**src/sv/rde_pkg.sv**
```systemverilog
// ============================================================================
// rde_pkg
// Shared constants and controller/datapath handshake types of the radix
// digit emitter.
// ============================================================================
package rde_pkg;

    // Default sizing of the top level
    localparam int VALUE_BITS_DEF = 31;
    localparam int MAX_DIGITS_DEF = 31;

    // Radix register
    localparam int          RADIX_W     = 8;
    localparam logic [7:0]  RADIX_RESET = 8'd10;
    localparam logic [7:0]  RADIX_MIN   = 8'd2;

    // Commands from the controller to the datapath
    typedef struct packed {
        logic load;       // take a new value, clear the digit count
        logic div_init;   // clear remainder and bit counter
        logic div_step;   // one restoring division bit
        logic push;       // store remainder, count up
        logic rd_init;    // point readout at the top of the stack
        logic rd;         // read the stack entry under the pointer
        logic ptr_dec;    // move readout pointer down one entry
    } t_cmd;

    // Status from the datapath to the controller
    typedef struct packed {
        logic q_zero;     // quotient is zero
        logic cnt_full;   // stack holds the maximum number of digits
        logic cnt_zero;   // stack is empty
        logic bit_last;   // final division bit in progress
        logic ptr_zero;   // readout pointer at the least significant digit
    } t_stat;

endpackage

```
**src/sv/rde_datapath.sv**
```systemverilog
// ============================================================================
// rde_datapath
// Radix register, bit-serial restoring divider, digit stack and readout
// register of the radix digit emitter.
// ============================================================================
module rde_datapath #(
    parameter int VALUE_BITS = rde_pkg::VALUE_BITS_DEF,
    parameter int MAX_DIGITS = rde_pkg::MAX_DIGITS_DEF
) (
    input  logic                        i_clk,
    input  logic                        i_rst_n,
    input  logic                        i_cfg_we,
    input  logic [rde_pkg::RADIX_W-1:0] i_cfg_data,
    input  logic [VALUE_BITS-1:0]       i_value,
    input  rde_pkg::t_cmd               i_cmd,
    output rde_pkg::t_stat              o_stat,
    output logic [rde_pkg::RADIX_W-1:0] o_digit
);
    import rde_pkg::*;

    localparam int BIT_W = (VALUE_BITS > 1) ? $clog2(VALUE_BITS) : 1;
    localparam int CNT_W = $clog2(MAX_DIGITS + 1);
    localparam int PTR_W = (MAX_DIGITS > 1) ? $clog2(MAX_DIGITS) : 1;

    logic [RADIX_W-1:0]    r_radix;
    logic [RADIX_W-1:0]    r_div;
    logic [VALUE_BITS-1:0] r_q;
    logic [RADIX_W-1:0]    r_rem;
    logic [BIT_W-1:0]      r_bit;
    logic [CNT_W-1:0]      r_cnt;
    logic [PTR_W-1:0]      r_ptr;
    logic [RADIX_W-1:0]    r_rd_data;
    logic [RADIX_W-1:0]    r_stack [MAX_DIGITS];

    logic [RADIX_W:0]      rem_sh;
    logic                  ge;
    logic [RADIX_W:0]      rem_sub;
    logic [RADIX_W-1:0]    n_rem;

    // One restoring step: shift in the next dividend bit, subtract if it fits
    always_comb begin
        rem_sh  = {r_rem, r_q[VALUE_BITS-1]};
        ge      = (rem_sh >= {1'b0, r_div});
        rem_sub = rem_sh - {1'b0, r_div};
        n_rem   = ge ? rem_sub[RADIX_W-1:0] : rem_sh[RADIX_W-1:0];
    end

    always_ff @(posedge i_clk) begin
        if (!i_rst_n) begin
            r_radix <= RADIX_RESET;
            r_cnt   <= '0;
            r_q     <= '0;
        end else begin
            if (i_cfg_we) begin
                r_radix <= i_cfg_data;
            end
            if (i_cmd.load) begin
                r_q   <= i_value;
                r_cnt <= '0;
            end else if (i_cmd.div_step) begin
                r_q <= {r_q[VALUE_BITS-2:0], ge};
            end
            if (i_cmd.push) begin
                r_cnt <= r_cnt + CNT_W'(1);
            end
        end
    end

    // Payload registers, no reset
    always_ff @(posedge i_clk) begin
        if (i_cmd.load) begin
            r_div <= (r_radix < RADIX_MIN) ? RADIX_MIN : r_radix;
        end
        if (i_cmd.div_init) begin
            r_rem <= '0;
            r_bit <= '0;
        end else if (i_cmd.div_step) begin
            r_rem <= n_rem;
            r_bit <= r_bit + BIT_W'(1);
        end
        if (i_cmd.rd_init) begin
            r_ptr <= PTR_W'(r_cnt - CNT_W'(1));
        end else if (i_cmd.ptr_dec) begin
            r_ptr <= r_ptr - PTR_W'(1);
        end
    end

    // Digit stack
    always_ff @(posedge i_clk) begin
        if (i_cmd.push) begin
            r_stack[PTR_W'(r_cnt)] <= r_rem;
        end
        if (i_cmd.rd) begin
            r_rd_data <= r_stack[r_ptr];
        end
    end

    assign o_stat.q_zero   = (r_q == '0);
    assign o_stat.cnt_full = (r_cnt == CNT_W'(MAX_DIGITS));
    assign o_stat.cnt_zero = (r_cnt == '0);
    assign o_stat.bit_last = (r_bit == BIT_W'(VALUE_BITS - 1));
    assign o_stat.ptr_zero = (r_ptr == '0);
    assign o_digit         = r_rd_data;

    a_rem_below_radix: assert property (@(posedge i_clk) disable iff (!i_rst_n)
        i_cmd.push |-> (r_rem < r_div))
        else $error("remainder not below radix at push");

    a_cnt_bounded: assert property (@(posedge i_clk) disable iff (!i_rst_n)
        r_cnt <= CNT_W'(MAX_DIGITS))
        else $error("digit count beyond stack depth");

endmodule

```
**src/sv/rde_ctrl.sv**
```systemverilog
// ============================================================================
// rde_ctrl
// Sequencer of the radix digit emitter: load, divide digit by digit, then
// pop the stack onto the output channel.
// ============================================================================
module rde_ctrl (
    input  logic           i_clk,
    input  logic           i_rst_n,
    input  logic           i_in_valid,
    output logic           o_in_ready,
    output logic           o_out_valid,
    input  logic           i_out_ready,
    input  rde_pkg::t_stat i_stat,
    output rde_pkg::t_cmd  o_cmd
);
    import rde_pkg::*;

    typedef enum logic [5:0] {
        S_IDLE  = 6'b000001,
        S_CHECK = 6'b000010,
        S_DIV   = 6'b000100,
        S_PUSH  = 6'b001000,
        S_READ  = 6'b010000,
        S_OUT   = 6'b100000
    } t_state;

    t_state r_state;
    t_state n_state;

    always_comb begin
        n_state     = r_state;
        o_cmd       = '0;
        o_in_ready  = 1'b0;
        o_out_valid = 1'b0;
        case (r_state)
            S_IDLE: begin
                o_in_ready = 1'b1;
                if (i_in_valid) begin
                    o_cmd.load = 1'b1;
                    n_state    = S_CHECK;
                end
            end
            S_CHECK: begin
                if (i_stat.q_zero || i_stat.cnt_full) begin
                    if (i_stat.cnt_zero) begin
                        n_state = S_IDLE;
                    end else begin
                        o_cmd.rd_init = 1'b1;
                        n_state       = S_READ;
                    end
                end else begin
                    o_cmd.div_init = 1'b1;
                    n_state        = S_DIV;
                end
            end
            S_DIV: begin
                o_cmd.div_step = 1'b1;
                if (i_stat.bit_last) begin
                    n_state = S_PUSH;
                end
            end
            S_PUSH: begin
                o_cmd.push = 1'b1;
                n_state    = S_CHECK;
            end
            S_READ: begin
                o_cmd.rd = 1'b1;
                n_state  = S_OUT;
            end
            S_OUT: begin
                o_out_valid = 1'b1;
                if (i_out_ready) begin
                    if (i_stat.ptr_zero) begin
                        n_state = S_IDLE;
                    end else begin
                        o_cmd.ptr_dec = 1'b1;
                        n_state       = S_READ;
                    end
                end
            end
            default: begin
                n_state = S_IDLE;
            end
        endcase
    end

    always_ff @(posedge i_clk) begin
        if (!i_rst_n) begin
            r_state <= S_IDLE;
        end else begin
            r_state <= n_state;
        end
    end

endmodule

```
**src/sv/radix_digit_emitter_unit.sv**
```systemverilog
// ============================================================================
// radix_digit_emitter_unit
// Converts one unsigned integer into its digits in a programmable radix and
// streams them out most significant first, tlast on the final digit.
// ============================================================================
//
//  channel   | direction | payload                          | accept
//  ----------+-----------+----------------------------------+----------------------
//  s_axis    | in        | tdata: value                     | s_axis_tvalid & tready
//  m_axis    | out       | tdata: digit, tlast: last_digit  | m_axis_tvalid & tready
//  cfg       | in        | i_cfg_data: radix                | i_cfg_valid & o_cfg_ready
//
//  Sequence: one accept, then per digit one check, VALUE_BITS restoring
//  divider steps and one push, one final check, and per emitted digit a
//  stack read, then output. A zero value emits nothing.
//  One item is in flight at a time; s_axis_tready is high only when idle.
//  A stalled m_axis holds the current digit and the whole sequencer.
//  Reset (synchronous, active low) returns to idle and sets the radix to 10;
//  the digit stack needs no clearing, only digits of the current item are read.
//  Radix values of 0 and 1 are treated as 2.
//
module radix_digit_emitter_unit #(
    parameter int VALUE_BITS = rde_pkg::VALUE_BITS_DEF,
    parameter int MAX_DIGITS = rde_pkg::MAX_DIGITS_DEF
) (
    input  logic                                 i_clk,
    input  logic                                 i_rst_n,
    // Input items
    input  logic                                 s_axis_tvalid,
    output logic                                 s_axis_tready,
    input  logic [((VALUE_BITS + 7) / 8) * 8-1:0] s_axis_tdata,  // [VALUE_BITS-1:0] value
    // Result items
    output logic                                 m_axis_tvalid,
    input  logic                                 m_axis_tready,
    output logic [rde_pkg::RADIX_W-1:0]          m_axis_tdata,  // [7:0] digit
    output logic                                 m_axis_tlast,  // last_digit
    // Radix register write
    input  logic                                 i_cfg_valid,
    output logic                                 o_cfg_ready,
    input  logic [rde_pkg::RADIX_W-1:0]          i_cfg_data     // [7:0] radix
);
    import rde_pkg::*;

    t_cmd  cmd;
    t_stat stat;

    // Register writes are always taken; the user must send them only while idle, the block does not enforce it
    assign o_cfg_ready = 1'b1;

    rde_ctrl u_ctrl (
        .i_clk       (i_clk),
        .i_rst_n     (i_rst_n),
        .i_in_valid  (s_axis_tvalid),
        .o_in_ready  (s_axis_tready),
        .o_out_valid (m_axis_tvalid),
        .i_out_ready (m_axis_tready),
        .i_stat      (stat),
        .o_cmd       (cmd)
    );

    rde_datapath #(
        .VALUE_BITS (VALUE_BITS),
        .MAX_DIGITS (MAX_DIGITS)
    ) u_datapath (
        .i_clk      (i_clk),
        .i_rst_n    (i_rst_n),
        .i_cfg_we   (i_cfg_valid),
        .i_cfg_data (i_cfg_data),
        .i_value    (s_axis_tdata[VALUE_BITS-1:0]),  // drop padding bits
        .i_cmd      (cmd),
        .o_stat     (stat),
        .o_digit    (m_axis_tdata)
    );

    // Final digit is the bottom of the stack
    assign m_axis_tlast = m_axis_tvalid & stat.ptr_zero;

    a_one_in_flight: assert property (@(posedge i_clk) disable iff (!i_rst_n)
        m_axis_tvalid |-> !s_axis_tready)
        else $error("input taken while a digit is pending");

    a_no_digit_after_load: assert property (@(posedge i_clk) disable iff (!i_rst_n)
        (s_axis_tvalid && s_axis_tready) |=> !m_axis_tvalid)
        else $error("digit shown before conversion began");

endmodule
```
**config.mk**
```make
export PLATFORM = sky130hd
export DESIGN_NAME = radix_digit_emitter_unit
export DESIGN_NICKNAME = d
export VERILOG_FILES = /design/src/sv/rde_pkg.sv /design/src/sv/rde_datapath.sv /design/src/sv/rde_ctrl.sv /design/src/sv/radix_digit_emitter_unit.sv
export SDC_FILE = /design/constraint.sdc
export NUM_CORES = 1
export LEC_CHECK = 0
export BUFFER_PORTS_ARGS = -buffer_cell sky130_fd_sc_hd__buf_2
export CAP_MARGIN = 20
export CORE_ASPECT_RATIO = 1.5
export CORE_MARGIN = 3
export CORE_UTILIZATION = 35
export DETAILED_ROUTE_END_ITERATION = 7
export PLACE_DENSITY = 0.58
export SYNTH_ARGS = -nofsm -noshare
export SYNTH_HDL_FRONTEND = slang
export SYNTH_SLANG_ARGS = --single-unit
```
**constraint.sdc**
```tcl
create_clock -name i_clk -period 2.8 [get_ports i_clk]
set_input_delay 0.28 -clock i_clk [delete_from_list [all_inputs] [get_ports i_clk]]
set_output_delay 0.28 -clock i_clk [all_outputs]
set_load 0.01 [all_outputs]
```
# Word-level counts from Yosys, hierarchy flattened
# Memories as Yosys holds them, arrays and structs flattened. A register that Yosys moved wholly into a read port is not among the register bits.
# Index checks and enable logic that the tools add are counted.
[word_totals] regBits=76 mem_bits_rw=248 out_inout_bits=12 n_memories=1
[classes] addsub=5 n_lt_le_gt_ge=2 eq_ne=11 muxes=31 n_bitwise=1 n_reduce_logical=8
[mem_list] name="u_datapath.r_stack" depth=31 word_bits=8 read_ports=1 rd_ports_with_merged_regs=1 wr=1 line="rde_datapath.sv:33" source="logic [RADIX_W-1:0] r_stack [MAX_DIGITS];"
[ops] operator="$mux W31" n=2
[ops] operator="$pmux W6 S6" n=1
[ops] operator="$logic_not A31 Y1" n=1
[ops] operator="$mux W5" n=6
[ops] operator="$mux W6" n=4
[ops] operator="$mux W1" n=17
[ops] operator="$add A5 B1 Y5 const B" n=2
[ops] operator="$eq A5 B5 Y1 const B" n=2
[ops] operator="$logic_not A5 Y1" n=2
[ops] operator="$sub A5 B1 Y5 const B" n=2
[ops] operator="$ge A9 B8 Y1" n=1
[ops] operator="$lt A8 B2 Y1 const B" n=1
[ops] operator="$mux W8" n=1
[ops] operator="$sub A8 B8 Y8" n=1
[ops] operator="$eq A6 B1 Y1 const B" n=1
[ops] operator="$eq A6 B2 Y1 const B" n=1
[ops] operator="$eq A6 B3 Y1 const B" n=1
[ops] operator="$eq A6 B4 Y1 const B" n=1
[ops] operator="$eq A6 B5 Y1 const B" n=1
[ops] operator="$eq A6 B6 Y1 const B" n=1
[ops] operator="$ne A2 B2 Y1 const B" n=3
[ops] operator="$reduce_bool A2 Y1" n=3
[ops] operator="$reduce_and A3 Y1" n=1
[ops] operator="$and A1 B1 Y1" n=1
[ops] operator="$logic_or A1 B1 Y1" n=1

# Logic depth before layout (Yosys ltp)
# Gate-level depths: netlist (run 1).
[logic_depth] ltp_word=6 depth_mapped=11 ltp_nobuf=11

# Cells and area by module
# From an unflattened synthesis (run 1), not the netlist that was laid out.
[unflattened] hier_cells=944 area_unflattened_um2=14037.2
[modules_own_cells] module="rde_datapath" instances=1 cells_each=888 area_each_um2=13586.8 seq_area_each_um2=9218.8
[modules_own_cells] module="rde_ctrl" instances=1 cells_each=53 area_each_um2=432.9 seq_area_each_um2=120.1
[modules_own_cells] module="radix_digit_emitter_unit" instances=1 cells_each=3 area_each_um2=17.5 seq_area_each_um2=0.0

# Least setup slack after synthesis (run 1)
# No wires, ideal clock.
[synth_path] path_type="register -> register" start="reg u_ctrl.r_state[3]" end="reg u_datapath.r_ptr[4], data pin" setup_ps=266 arrival_time_ps=2290 setup_slack_ps=244 stages_incl_launch_ff=11 n_path_buf=1 period_less_slack_ps=2556 cell_sequence="dfxtp_1 > clkbuf_1 > or4b_1 > nor3_1 > nand3_1 > mux2i_1 > ha_1 > nor2b_1 > nand2b_1 > xor2_1 > mux2i_1"
[synth_between] elab_chain_cells=3
[synth_lines] item="start, declared" line="rde_ctrl.sv:27" source="t_state r_state;"
[synth_lines] item="start signal, assigned" line="rde_ctrl.sv:91" source="r_state <= n_state;"
[synth_lines] item="$eq A6 B2 Y1" line="rde_ctrl.sv:35" source="case (r_state)"
[synth_lines] item="$mux W1" line="rde_ctrl.sv:35"
[synth_lines] item="$mux W5" line="rde_datapath.sv:81" source="if (i_cmd.rd_init) begin"
[synth_lines] item="end signal, assigned" line="rde_datapath.sv:82" source="r_ptr <= PTR_W'(r_cnt - CNT_W'(1));"
[synth_lines] item="end signal, assigned" line="rde_datapath.sv:84" source="r_ptr <= r_ptr - PTR_W'(1);"
[synth_lines] item="end, declared" line="rde_datapath.sv:31" source="logic [PTR_W-1:0] r_ptr;"
# No other way between the ends.
# A chain may end at the register's enable or synchronous reset.

# Worst setup path after layout (run 1)
[layout_path] start="reg u_ctrl.r_state[2]" end="reg u_datapath.r_ptr[4], data pin"
# Same word-level chain as after synthesis.

==> results.md, run 1 <==
Logic synthesis:
- The top cell type's share of synthesized area is 58.4%.
- The number of enable-type register cells in the synthesized netlist is 269.
- The cell with the most instances after synthesis is sky130_fd_sc_hd__edfxtp_1.
- After synthesis the cells add up to 0.0138 sq mm.
- The number of library cell types mapped by synthesis is 63.
- The most used flip-flop cell after synthesis is sky130_fd_sc_hd__edfxtp_1.
- The synthesized area divided by synthesized cell count is 15.9 sq um.
- The register bit count reported by yosys is 332.
- The synthesized netlist net count is 931.
- The number of standard cells after synthesis is 869.
- For this run, asynchronously set or reset flops after synthesis account for 0%.
- By area the synthesized netlist is led by sky130_fd_sc_hd__edfxtp_1 (58%), sky130_fd_sc_hd__mux4_2 (12%), sky130_fd_sc_hd__dfxtp_1 (9.1%).
- The sequential share of the synthesized area is 67.5%.
- The total of warnings raised by yosys is 0.
- Counting instances in the post-synthesis netlist gives the leading cell types as sky130_fd_sc_hd__edfxtp_1 (269), sky130_fd_sc_hd__mux4_2 (72), sky130_fd_sc_hd__nand2_1 (65), sky130_fd_sc_hd__dfxtp_1 (63), sky130_fd_sc_hd__nor2_1 (56).
- The most area-hungry cell type in the Yosys netlist is sky130_fd_sc_hd__edfxtp_1.

Clocking:
- The number of buffers added for setup after CTS is 0.
- The clock latency reported for the late side of the worst-skew pair is 0.52 ns.
- The number of levels in the clock H-tree is 2.
- The number of sinks driven by the clock tree is 332.
- The root buffer cell is sky130_fd_sc_hd__clkbuf_16.
- The maximum clock path buffer count is 3.
- TritonCTS built the clock tree.
- The TritonCTS buffer count is 35.
- The clock input transition at the sequential cells of the worst setup and hold paths is 0.06 ns.

Drt:
- For this run, the detailed router's first-pass iteration total came to 4.
- The first routing iteration left 425 violations.
- Once detail routing completed, the nets flagged for antenna violations numbered 0.
- For this block, the via count after detailed routing is 7,660.
- Summed over all layers, the routed wires come to 30,200 um.
- The DRC violations left is 0.
- In the routed layout, each cell is associated on average with a via count of 5.12.
- The routed length per placed instance is 20.2 um.

Pwr:
- The switching portion of total power is 21.9%.
- The portion of total power attributed to the clock network is 42.1%.
- The worst-case IR drop observed on VDD is 0.446 mV.
- The leakage power figure is 5.74 nW.
- Power comes to 10.8 mW.
- In this run the power density over the cells is 668 mW/mm^2.
- The part of the power in registers is 51.5%.
- The internal power consumption is 8.44 mW.
- The logic gate share of total power is 6.4%.
- The switching power summed over all nets is 2.36 mW.

Worst setup path:
- The nature of the critical path endpoint is a flip-flop.
- The length in cells of the worst reg-to-reg path is 9.
- Data on the critical path is required at its endpoint by 3.04 ns.
- The highest net fanout along the worst path is 7.
- The kind of start point of the critical path is a flip-flop.
- The arrival time of data at the critical path endpoint is 2.82 ns.
- The critical path in this run is classified as flip-flop to flip-flop.

Layout:
- The area overhead of the layout relative to synthesis is 17.0%.
- The filler cell count is 3,538.
- The area of all sequential standard cells is 0.00934 sq mm.
- The non-filler instance count after layout is 1,495.
- The fraction of final layout cells sized beyond drive strength 1 is 26.9%.
- The number of inserted diodes is 0.
- In the final layout, the multi-input gates occupy 0.00417 sq mm.
- For this run, the post-layout net count is 1,037.

GRT:
- The first global-routing pass estimated 47,500 um of wire.
- The leftover overflow at the end of global routing is 0.
- The via count of the first global-routing pass is 8,039.
- The pin count of the biggest net entering global routing is 48.
- The initial antenna violation count is 0.
- The total track usage is 14.6%.

Timing:
- The number of endpoints failing setup at the final stage is 0.
- The worst path meets setup with 0.215 ns of slack.
- Derived from the worst setup path, the maximum achievable clock frequency is 0.387 GHz.
- The max-slew violation total from the final report came to 0.
- Hold is met by 0.0234 ns.
- The sum of negative setup slack is 0 ns.
- The final critical path takes up 92.3% of the cycle.
- Setup repair after global routing left no endpoint under its margin.
- The maximum clock skew at final layout is 0.0295 ns.
- The final number of hold-violating endpoints is 0.
- The worst pin sits at a relative slew slack of 46.1%.
- The smallest clock period supported by the final layout is computed as 2.58 ns.
- At the pin with the least slew margin, the transition time is 0.809 ns.

Floorplan:
- The die is 249 um tall.
- The floorplan step defined a die boundary enclosing 0.0420 sq mm.
- The number of top-level pins is 57.
- From left edge to right edge, the die measures 168 um.
- Once the floorplan was initialized, standard cells occupied 35.7% of the core.
- The initialized floorplan defines 88 standard-cell rows.
- The core region is 0.0388 sq mm.

Hold path:
- Counting instances, the worst hold path has a depth of 3.
- The tightest min-delay check is of the input port to flip-flop type.

Place:
- Timing analysis after detailed placement gives a worst setup slack of 0.240 ns.
- Port buffering added 54 buffers.
- The sum of net half-perimeters after detailed placement is 19,600 um.
- The number of placed instances, taps included, is 1,431.
- Routability-driven placement finished with a final weighted congestion of 0.781.

Run:
- The reported max-cap violation count is 0.

Outcome:
- The run finished with clean final reports.
[cell type report]
type	count	share of cell area, %
Clock buffer	43	5.80
Tap cell	495	3.83
Clock inverter	19	1.17
Sequential cell	332	57.7
Timing Repair Buffer	124	5.26
Multi-Input combinational cell	463	25.8
Inverter	19	0.441
[power groups by stage]
stage	logic, mW	registers, mW	clock network [mW]
final	0.693	5.57	4.55
after global routing	0.786	5.57	4.87
after CTS	0.706	5.57	4.66
after detailed placement	0.703	5.67	0
after global placement	0.682	5.67	0
after floorplan	0.389	5.73	0
[through the flow]
stage | util [%] | area [sq um]
final | 41.7 | 16200
after global routing | 41.7 | 16200
after CTS | 41.7 | 16200
after detailed placement | 38.8 | 15000
after global placement | 38.8 | 15000
after floorplan | - | 13800
[placed cells by master, fill, tap and decap left out, types with 3 or more instances in the layout]
master	count
sky130_fd_sc_hd__dfxtp_1	63
sky130_fd_sc_hd__clkbuf_16	36
sky130_fd_sc_hd__a22oi_1	30
sky130_fd_sc_hd__xor2_1	5
sky130_fd_sc_hd__inv_1	18
sky130_fd_sc_hd__a21boi_1	30
sky130_fd_sc_hd__nor2_1	55
sky130_fd_sc_hd__clkbuf_1	5
sky130_fd_sc_hd__mux4_2	72
sky130_fd_sc_hd__o21ai_0	10
sky130_fd_sc_hd__nand3_1	7
sky130_fd_sc_hd__mux2_2	9
sky130_fd_sc_hd__o21a_1	6
sky130_fd_sc_hd__clkinv_2	8
sky130_fd_sc_hd__ha_1	16
sky130_fd_sc_hd__nand3b_1	8
sky130_fd_sc_hd__edfxtp_1	269
sky130_fd_sc_hd__a31oi_1	5
sky130_fd_sc_hd__nand2_1	65
sky130_fd_sc_hd__nand2b_1	7
sky130_fd_sc_hd__a311oi_1	5
sky130_fd_sc_hd__clkinv_1	3
sky130_fd_sc_hd__nor4_1	9
sky130_fd_sc_hd__o21ai_1	10
sky130_fd_sc_hd__or3_1	7
sky130_fd_sc_hd__nor3_1	13
sky130_fd_sc_hd__buf_4	64
sky130_fd_sc_hd__buf_2	54
sky130_fd_sc_hd__bufinv_16	3
sky130_fd_sc_hd__nand4_1	4
sky130_fd_sc_hd__mux2i_1	24
sky130_fd_sc_hd__xnor2_1	4
sky130_fd_sc_hd__buf_12	4
sky130_fd_sc_hd__or3b_2	3
sky130_fd_sc_hd__a21oi_1	6
sky130_fd_sc_hd__nor2b_1	16
[cell families after synthesis]
| group | count (synthesis) | share of synthesized area [%] |
|---|---|---|
| and+or+nand+nor | 210 | 7.48 |
| adders and majority gates | 17 | 1.59 |
| DFF | 332 | 67.5 |
| buffers and inverters | 74 | 2.36 |
| other | 1 | 0.0271 |
| AOI/OAI and AO/OA | 121 | 6.25 |
| muxes | 105 | 14.2 |
| xor gates and xnor gates | 9 | 0.570 |
[final timing paths]
| check | from | end | slack [ns] |
|---|---|---|---|
| worst max-delay path | u_ctrl.r_state[2]$_SDFFE_PN0P_ | u_datapath.r_ptr[4]$_DFFE_PP_ | 0.22 |
| worst max register to register | u_ctrl.r_state[2]$_SDFFE_PN0P_ | u_datapath.r_ptr[4]$_DFFE_PP_ | 0.22 |
| worst min register to register | u_datapath.r_radix[7]$_SDFFE_PN0P_ | u_datapath.r_div[7]$_SDFFCE_PN0P_ | 0.46 |
| worst min-delay path | i_cfg_data[2] | u_datapath.r_radix[2]$_SDFFE_PN0P_ | 0.02 |
[state kept, by name, summed over array words and instances, names as in the netlist]
| register | cells |
|---|---|
| u_datapath.r_stack | 248 |
| u_datapath.r_q | 31 |
| u_datapath.o_digit | 8 |
| u_datapath.r_div | 8 |
| u_datapath.r_radix | 8 |
| u_datapath.r_rem | 8 |
| u_ctrl.r_state | 6 |
| u_datapath.r_bit | 5 |
| u_datapath.r_cnt | 5 |
| u_datapath.r_ptr | 5 |
[routing by layer]
layer	wire length [um]	vias to the layer above	share of wire (%)	global-route usage, %
li1	-	3590	-	-
met1	11800	3867	39	17.5
met2	16300	158	54	26.7
met3	1370	45	4.5	2.55
met4	762	0	2.5	4.65
met5	0	-	0	0
[timing repair]
item,4_1_cts,5_1_grt
endpoints found under the hold margin,2,0
hold buffers,2,0
gates resized for setup,0,0
[critical path: stages, from the launching register on]
cell and delay [ns]:
sky130_fd_sc_hd__dfxtp_1 0.37, sky130_fd_sc_hd__or4b_1 0.57, sky130_fd_sc_hd__nor3_1 0.23, sky130_fd_sc_hd__nand3_1 0.21, sky130_fd_sc_hd__mux2i_1 0.24, sky130_fd_sc_hd__ha_1 0.20, sky130_fd_sc_hd__nor2b_1 0.19, sky130_fd_sc_hd__nand2b_1 0.09
sky130_fd_sc_hd__xor2_1 0.14, sky130_fd_sc_hd__mux2i_1 0.09
Note: power is estimated with default switching activity, not from simulation.
==> inputs of run 2 (changes only) <==
ABC_AREA = 1   (was default)
==> run 2 against run 1 <==
  * Wire length is 11% higher
  * Critical endpoint is now m_axis_tlast
  * Largest power group unchanged
  * Global-route usage is 1.0 points higher
  * Highest routed layer is now met5
  * Clock-buffer cell count decreased by 1
==> results.md, run 2 <==
Drt:
- The DRC violations left is 0.
- In this run the remaining antenna-violating nets after routing total 0.
- The per-cell via count in the routed design is 5.17.
- Dividing the detail-routed wire length by the instance count gives 17.8 um.
- The first detailed-routing pass took 5 iterations.
- The number of vias in the routed layout is 9,738.
- For this block, the routed nets add up to 33,500 um of wire.
- The number of DRC violations after detailed-routing iteration 0 is 673.

Logic synthesis:
- Synthesis produced 1,288 cells.
- Yosys mapped the design onto 45 distinct sky130hd cell types.
- Counting flops with an async set or reset pin after synthesis yields a share of 0%.
- The share of synthesized area in the top cell type comes to 57.7%.
- By count the netlist is led by sky130_fd_sc_hd__edfxtp_1 (269), sky130_fd_sc_hd__nand2_1 (220), sky130_fd_sc_hd__nor2_1 (182), sky130_fd_sc_hd__o21ai_0 (119), sky130_fd_sc_hd__nand3_1 (74).
- The cell with the most instances after synthesis is sky130_fd_sc_hd__edfxtp_1.
- Counting flops with a built-in enable in the synthesized netlist gives 269.
- The register bit count reported by yosys is 332.
- By area the synthesized netlist is led by sky130_fd_sc_hd__edfxtp_1 (58%), sky130_fd_sc_hd__dfxtp_1 (9.0%), sky130_fd_sc_hd__nand2_1 (5.9%).
- The total of warnings raised by yosys is 0.
- The synthesized area divided by synthesized cell count is 10.9 sq um.
- Counting every net in the synthesized netlist gives 1,350.
- The dominant register cell in the synthesized netlist is sky130_fd_sc_hd__edfxtp_1.
- Summed over all instances, the cell type with the most area after synthesis is sky130_fd_sc_hd__edfxtp_1.
- The sequential share of the synthesized area is 66.7%.
- After synthesis the cells add up to 0.0140 sq mm.

Layout:
- At the end of the flow, the number of nets in the layout was 1,427.
- The most common cell after layout, fill and taps aside is sky130_fd_sc_hd__edfxtp_1.
- The largest registers in the layout are u_datapath.r_stack (248), u_datapath.r_q (31).
- u_datapath.r_stack holds more flip-flops than any other register.
- From synthesis to final layout, the design area changed by 14.6%.
- The number of inserted diodes is 0.
- Cells fill 40.7% of the core in the end.
- The final cell area excluding filler cells is 0.0160 sq mm.
- The filler cell count is 3,834.
- The register with the most flip-flops in the layout has 248 of them.
- Cells with a size suffix above 1 make up 13.1% of the layout.
- In the layout the commonest cells are sky130_fd_sc_hd__edfxtp_1 (269), sky130_fd_sc_hd__nand2_1 (220), sky130_fd_sc_hd__nor2_1 (182).

Clocking:
- In this run the post-CTS setup repair buffer count came out at 0.
- Clock latency on the worst-skew pair, taken at its later pin, is 0.52 ns.
- The clock input transition at the sequential cells of the worst setup and hold paths is 0.06 ns.
- For this design, the sink count on the clock tree is 332.
- The number of buffers inserted for hold repair after clock tree synthesis is 4.
- TritonCTS created 34 clock buffers.
- The root buffer cell is sky130_fd_sc_hd__clkbuf_16.
- The clock passes through at most 3 buffers.
- The post-cts sizing count is 0.
- The number of levels in the clock H-tree is 2.
- TritonCTS built the clock tree.

Place:
- In this run the tool buffered the top-level ports with 54 buffer cells.
- The cell area after placement is 0.0150 sq mm.
- At the end of routability-driven placement, the weighted congestion stood at 0.858.
- Detailed placement finished with a half-perimeter wire length of 21,000 um.

GRT:
- The leftover overflow at the end of global routing is 0.
- Entering global routing, the biggest net connects 122 pins.
- The initial antenna violation count is 1.
- The via count of the first global-routing pass came to 9,541.
- Global routing consumed, over all layers together, 15.7% of the routing resources.
- The global-route wire length before repair is 52,600 um.

Timing:
- Derived from the worst setup path, the maximum achievable clock frequency is 0.402 GHz.
- The number of endpoints failing setup at the final stage is 0.
- Setup repair after global routing left no endpoint under its margin.
- The max-slew violation total from the final report is 0.
- Counting I/O delays and the setup requirement, the final critical path takes 2.49 ns.
- The final number of hold-violating endpoints is 0.
- Across all hold checks on the routed design, the worst slack comes to 0.0185 ns.
- The worst-case headroom to the max-slew limit is 53.6%.
- In the final timing run, aggregate negative setup slack is 0 ns.
- On the final layout, the worst clock skew is 0.0265 ns.
- The transition time of the tightest slew-check pin is 0.695 ns.
- After layout, the worst path uses 88.8% of the clock period.

Worst setup path:
- Walking the worst path, the cells encountered are nor2_1 -> inv_1 -> nor3_1 -> inv_1 -> nor2_1 -> buf_2.
- The number of buffers and inverters on the critical path is 3.
- The highest-delay cell along the critical path is sky130_fd_sc_hd__edfxtp_1.
- STA classifies the critical path endpoint as an output pin.
- The arrival time of data at the critical path endpoint is 2.21 ns.
- On the worst path, the slowest cell contributes a delay of 0.56 ns.
- The category of cells accounting for the largest share of critical-path delay is simple AND/OR/NAND/NOR gates.
- At the worst endpoint, the required time is 2.52 ns.
- In this run the worst path has a maximum fanout of 10.
- The kind of start point of the critical path is a flip-flop.
- The class of the most critical setup path is flip-flop to output pin.

Floorplan:
- The full die area is 0.0425 sq mm.
- The number of rows in the core area is 89.
- The die is 169 um wide.
- 57 I/O pins were placed.
- The die outline height is 251 um.
- After floorplanning, the core was sized to cover 0.0394 sq mm.
- The effective utilization at floorplan is 35.5%.

Run:
- The reported max-cap violation count is 0.

Outcome:
- The flow ran to the end, and the final reports show no timing, DRC or antenna violations.

Pwr:
- In this run the static leakage power is 5.75 nW.
- Across the VDD grid, the largest voltage drop is 0.538 mV.
- In this run the power density over the cells is 670 mW/mm^2.

Hold path:
- The path category of the worst min-delay check is input port to flip-flop.
## run 2: cell count changes in the layout (fill, tap and decap cells not counted), moves of 28 or more
| cell | before | now |
|---|---|---|
| sky130_fd_sc_hd__a21oi_1 | 6 | 45 |
| sky130_fd_sc_hd__o21ai_0 | 10 | 119 |
| sky130_fd_sc_hd__inv_1 | 18 | 65 |
| sky130_fd_sc_hd__nor2_1 | 55 | 182 |
| sky130_fd_sc_hd__o221ai_1 | 0 | 28 |
| sky130_fd_sc_hd__mux4_2 | 72 | 0 |
| sky130_fd_sc_hd__nand2_1 | 65 | 220 |
| sky130_fd_sc_hd__a21boi_1 | 30 | 0 |
| sky130_fd_sc_hd__nand3_1 | 7 | 74 |
## run 2: path summary, 6_finish.rpt
check | startpoint | endpoint | slack (ns) | depth (start not counted)
setup / recovery | u_datapath.r_ptr[4]$_DFFE_PP_ | m_axis_tlast | 0.31 | 6
setup reg to reg | u_datapath.r_ptr[2]$_DFFE_PP_ | u_datapath.o_digit[2]$_DFFE_PP_ | 0.59 | 6
hold / removal | i_cfg_data[7] | u_datapath.r_radix[7]$_SDFFE_PN0P_ | 0.02 | 3
hold reg to reg | u_datapath.r_radix[2]$_SDFFE_PN0P_ | u_datapath.r_div[2]$_SDFFCE_PN0P_ | 0.43 | 0
## run 2: kinds of logic (layout without fill, tap and decap cells)
family / Yosys count / in the layout / synth area share [%]
xor gates and xnor gates: 10 / 10 / 0.626
AOI/OAI and AO/OA: 270 / 270 / 11.4
and+or+nand+nor: 508 / 508 / 15.0
DFF: 332 / 332 / 66.7
buffers and inverters: 150 / 246 / 4.64
adders and majority gates: 17 / 17 / 1.57
other: 1 / 1 / 0.0268
## run 2: tightest hold or removal path: cells and delay by family
family                 cells  cell delay, ns
AND/OR/NAND/NOR            2            0.14
buffers and inverters      1            0.08
## run 2: power breakdown
part           total [mW]  internal, mW  switching, mW
registers            5.70          5.63         0.0613
clock network        4.14          2.37           1.77
logic               0.911         0.260          0.651
total                10.8          8.26           2.49
## run 2: stage by stage
step           total power [mW]  cells  setup slack (ns)
4_1_cts                    10.9   1884             0.316
3_3_place_gp               6.71   1825             0.664
5_1_grt                    11.2   1884             0.102
6_report                   10.8   1884             0.315
3_5_place_dp               6.72   1825             0.636
2_1_floorplan              6.38   1288             0.707
## run 2: area by class of cell
| type | instances | area, sq um | area share [%] |
|---|---|---|---|
| flip-flops and latches | 332 | 9340 | 58.2 |
| multi-input cells | 806 | 4010 | 25.0 |
| clock buffers | 42 | 902 | 5.62 |
| repair buffers | 115 | 788 | 4.91 |
| well taps | 500 | 626 | 3.90 |
| inverters | 76 | 288 | 1.79 |
| clock inverters | 13 | 93.8 | 0.585 |
## run 2: routing by layer
| metal | wire, um | global-route usage [%] | vias up |
|---|---|---|---|
| li1 | - | - | 4690 |
| met1 | 13400 | 19.2 | 4697 |
| met2 | 17300 | 27.9 | 281 |
| met3 | 1810 | 2.53 | 68 |
| met4 | 1010 | 5.61 | 2 |
| met5 | 13 | 0 | - |
==> inputs of run 3 (changes only) <==
PLACE_DENSITY = 0.5   (was 0.58)
==> run 3 against run 2 <==
  * Power is 4.6% higher
  * Worst setup slack better by 0.096 ns
  * Combinational power is 3.7% higher
  * Cell count is 0.53% higher
  * Clock skew is 0.014 ns lower
  * Maximum frequency is 4.0% higher
  * Critical path type unchanged
  * Sequential share of layout area is 0.72 points lower
  * Clock-buffer cell count is 5 higher
  * Sequential power hardly changed
  * Clock power is 11% higher
  * Via count is 0.25% lower
  * Die area stayed put
==> results.md, run 3 (synthesis results as in run 2) <==
Outcome:
- The run finished with clean final reports.

Layout:
- After routing the design area is 0.0162 sq mm.
- The number of antenna diodes in the final layout is 0.
- The number of nets in the final layout is 1,431.
- The area growth from synthesis to layout is 16.1%.
- The register with the most flip-flops is u_datapath.r_stack.
- The library cells used most frequently in the layout, excluding fill and tap cells, are sky130_fd_sc_hd__edfxtp_1 (269), sky130_fd_sc_hd__nand2_1 (220), sky130_fd_sc_hd__nor2_1 (182).
- The library cell used most frequently in the layout, excluding fill and tap cells, is sky130_fd_sc_hd__edfxtp_1.
- The fraction of final layout cells sized beyond drive strength 1 is 13.4%.
- The register with the most flip-flops in the layout has 248 of them.
- The largest registers in the layout are u_datapath.r_stack (248), u_datapath.r_q (31).

Place:
- The placed instances occupy a cell area of 0.0150 sq mm.
- The count of buffers from port buffering is 54.
- Routability-driven placement finished with a final weighted congestion of 0.836.
- Detailed placement ended at an HPWL of 21,700 um.

Worst setup path:
- The required time reported for the critical path endpoint is 2.52 ns.
- The worst flop-to-flop path endpoint is u_datapath.r_stack[30][1]$_DFFE_PP_.
- The source of the worst register-to-register timing path is u_ctrl.r_state[1]$_SDFFE_PN0P_.
- The highest net fanout along the worst path is 3.
- The number of cells on the worst reg-to-reg path is 6.
- The largest single stage delay on the critical path is 0.41 ns.
- Traced cell by cell, the critical path runs through nor2_1 -> inv_1 -> nor3_1 -> inv_1 -> nor2_1 -> buf_2.
- The arrival time of data at the critical path endpoint is 2.11 ns.
- The flop-to-flop setup slack is 0.58 ns.
- The category of cells accounting for the largest share of critical-path delay is simple AND/OR/NAND/NOR gates.
- The critical path starts at u_datapath.r_ptr[3]$_DFFE_PP_.
- STA classifies the critical path endpoint as an output pin.
- The slowest stage of the critical path is the sky130_fd_sc_hd__edfxtp_1 cell.
- The critical path contains buffers and inverters numbering 3 combined.
- The class of the most critical setup path is flip-flop to output pin.
- The worst setup path is launched from a flip-flop.

GRT:
- The pin count of the biggest net entering global routing is 71.
- Global routing consumed, over all layers together, 16.4% of the routing resources.
- The global-route wire length before repair is 53,800 um.
- The leftover overflow at the end of global routing is 0.
- The initial antenna violation count came to 0.
- The via count of the first global-routing pass was 9,576.

Drt:
- The routed length per placed instance is 18.4 um.
- The detail route stage leaves a number of antenna-violating nets equal to 0.
- The number of iterations in the first detailed-routing pass is 5.
- Summing over every cut layer, the via total after detailed routing is 9,714.
- In the routed design, unresolved DRC markers number 0.
- For this block, the initial DRC count from the detailed router was 482.
- The routed wire length is 34,900 um.
- Dividing the detail-routed via count by the number of cells gives 5.13.

Pwr:
- For this design the static power due to leakage is 5.85 nW.
- The clock network burns 41.0% of the power.
- The internal power consumption is 8.67 mW.
- Power spread over the standard cell area amounts to 692 mW/mm^2.
- For this design the total switching power over the nets is 2.58 mW.
- The part of the power in registers is 50.6%.
- The logic gate share of total power is 8.4%.
- In this run switching power makes up 22.9% of total power.
- Across the VDD grid, the largest voltage drop is 0.434 mV.

Floorplan:
- The effective utilization at floorplan is 35.5%.
- The floorplan has 89 rows.
- The floorplan step set the die width to 169 um.
- The standard cell core area is 0.0394 sq mm.
- The die outline height is 251 um.
- The number of top-level pins is 57.
- The full die area is 0.0425 sq mm.

Timing:
- Setup repair after global routing left no endpoint under its margin.
- The sum of negative setup slack is 0 ns.
- The peak clock frequency supported by timing is 0.419 GHz.
- After layout, the minimum clock period comes to 2.39 ns.
- For the pin with the worst max-slew slack, the measured transition is 0.769 ns.
- The final critical path takes up 85.3% of the cycle.
- The clock arrives with 0.0123 ns of skew.
- Headroom to the max-slew limit came out at 48.6%.
- The number of endpoints failing setup at the final stage is 0.
- The final number of hold-violating endpoints came to 0.
- The max-slew violation total from the final report is 0.

Hold path:
- The worst hold path belongs to the class input port to flip-flop.
- In this run the most critical hold path is launched from s_axis_tdata[23].
- The capture endpoint of the worst hold path is u_datapath.r_q[23]$_SDFFE_PN0P_.
- The number of cells on the worst hold path is 3.

Clocking:
- The clock latency reported for the late side of the worst-skew pair is 0.52 ns.
- In this run, CTS created clock tree buffers numbering 34.
- For this design, the CTS-stage hold fixing added 6 buffers.
- The number of sinks driven by the clock tree is 332.
- The root buffer cell is sky130_fd_sc_hd__clkbuf_16.
- The clock input transition at the sequential cells of the worst setup and hold paths is 0.06 ns.
- The clock passes through at most 3 buffers.
- TritonCTS built the clock tree.
- The number of levels in the clock H-tree is 2.
- The number of buffers added for setup after CTS is 0.
- After clock tree synthesis, the repair step resized 0 gates.

Run:
- Max-cap violations in this run came to 0.
-- run 3: cell types whose count changed in the layout (fill, tap and decap cells not counted) --
cell	before	now
sky130_fd_sc_hd__buf_12	4	6
sky130_fd_sc_hd__bufinv_16	1	3
sky130_fd_sc_hd__clkbuf_1	7	8
sky130_fd_sc_hd__clkbuf_16	35	38
sky130_fd_sc_hd__clkbuf_8	0	1
sky130_fd_sc_hd__clkinv_1	6	7
sky130_fd_sc_hd__clkinv_2	4	5
sky130_fd_sc_hd__clkinv_4	1	0
sky130_fd_sc_hd__dlygate4sd3_1	4	6
sky130_fd_sc_hd__inv_2	9	8
sky130_fd_sc_hd__inv_6	1	0
-- run 3: layer usage --
| metal | GRT usage, % | vias up | share of wire (%) |
|---|---|---|---|
| li1 | - | 4701 | - |
| met1 | 19.6 | 4648 | 40 |
| met2 | 28.6 | 266 | 50 |
| met3 | 2.31 | 99 | 4.5 |
| met4 | 8.86 | 0 | 5.4 |
| met5 | 0 | - | 0 |
-- run 3: power groups by stage --
stage                     Combinational (mW)  Sequential, mW  Clock, mW
after floorplan                        0.469            5.91          0
after global placement                 0.952            5.80          0
after detailed placement               0.958            5.80          0
after CTS                              0.969            5.70       4.72
after global routing                    1.08            5.71       4.92
final                                  0.945            5.70       4.61
-- run 3: layout make-up --
type,count,area [sq um]
clock buffers,47,995
clock inverters,14,140
fillers,3838,23200
inverters,76,289
multi-input cells,806,4010
flip-flops and latches,332,9340
well taps,500,626
repair buffers,119,848
-- run 3: worst min-delay path, stage by stage --
cell                      delay [ns]
sky130_fd_sc_hd__buf_2          0.07
sky130_fd_sc_hd__a22oi_1        0.05
sky130_fd_sc_hd__a21oi_1        0.11
-- run 3: how the worst max path moves through the flow --
stage | endpoint | slack [ns] | depth (start not counted)
6_report | m_axis_tlast | 0.41 | 6
5_1_grt | m_axis_tlast | 0.25 | 7
4_1_cts | m_axis_tlast | 0.41 | 7
3_5_place_dp | u_datapath.r_stack[30][1]$_DFFE_PP_ | 0.59 | 6
3_3_place_gp | u_datapath.o_digit[5]$_DFFE_PP_ | 0.59 | 7
2_1_floorplan | u_datapath.r_rem[5]$_SDFFE_PP0P_ | 0.71 | 11
-- run 3: per-stage QoR --
step | util [%] | power [mW] | hold slack [ns] | setup slack [ns] | instances
final | 41.2 | 11.2 | 0.0359 | 0.411 | 1894
after global routing | 41.2 | 11.7 | 0.0165 | 0.255 | 1894
after CTS | 41.2 | 11.4 | 0.00826 | 0.412 | 1894
after global placement | 38.2 | 6.75 | 0.414 | 0.595 | 1827
after floorplan | - | 6.38 | 0.406 | 0.707 | 1288
after detailed placement | 38.2 | 6.76 | 0.416 | 0.589 | 1827
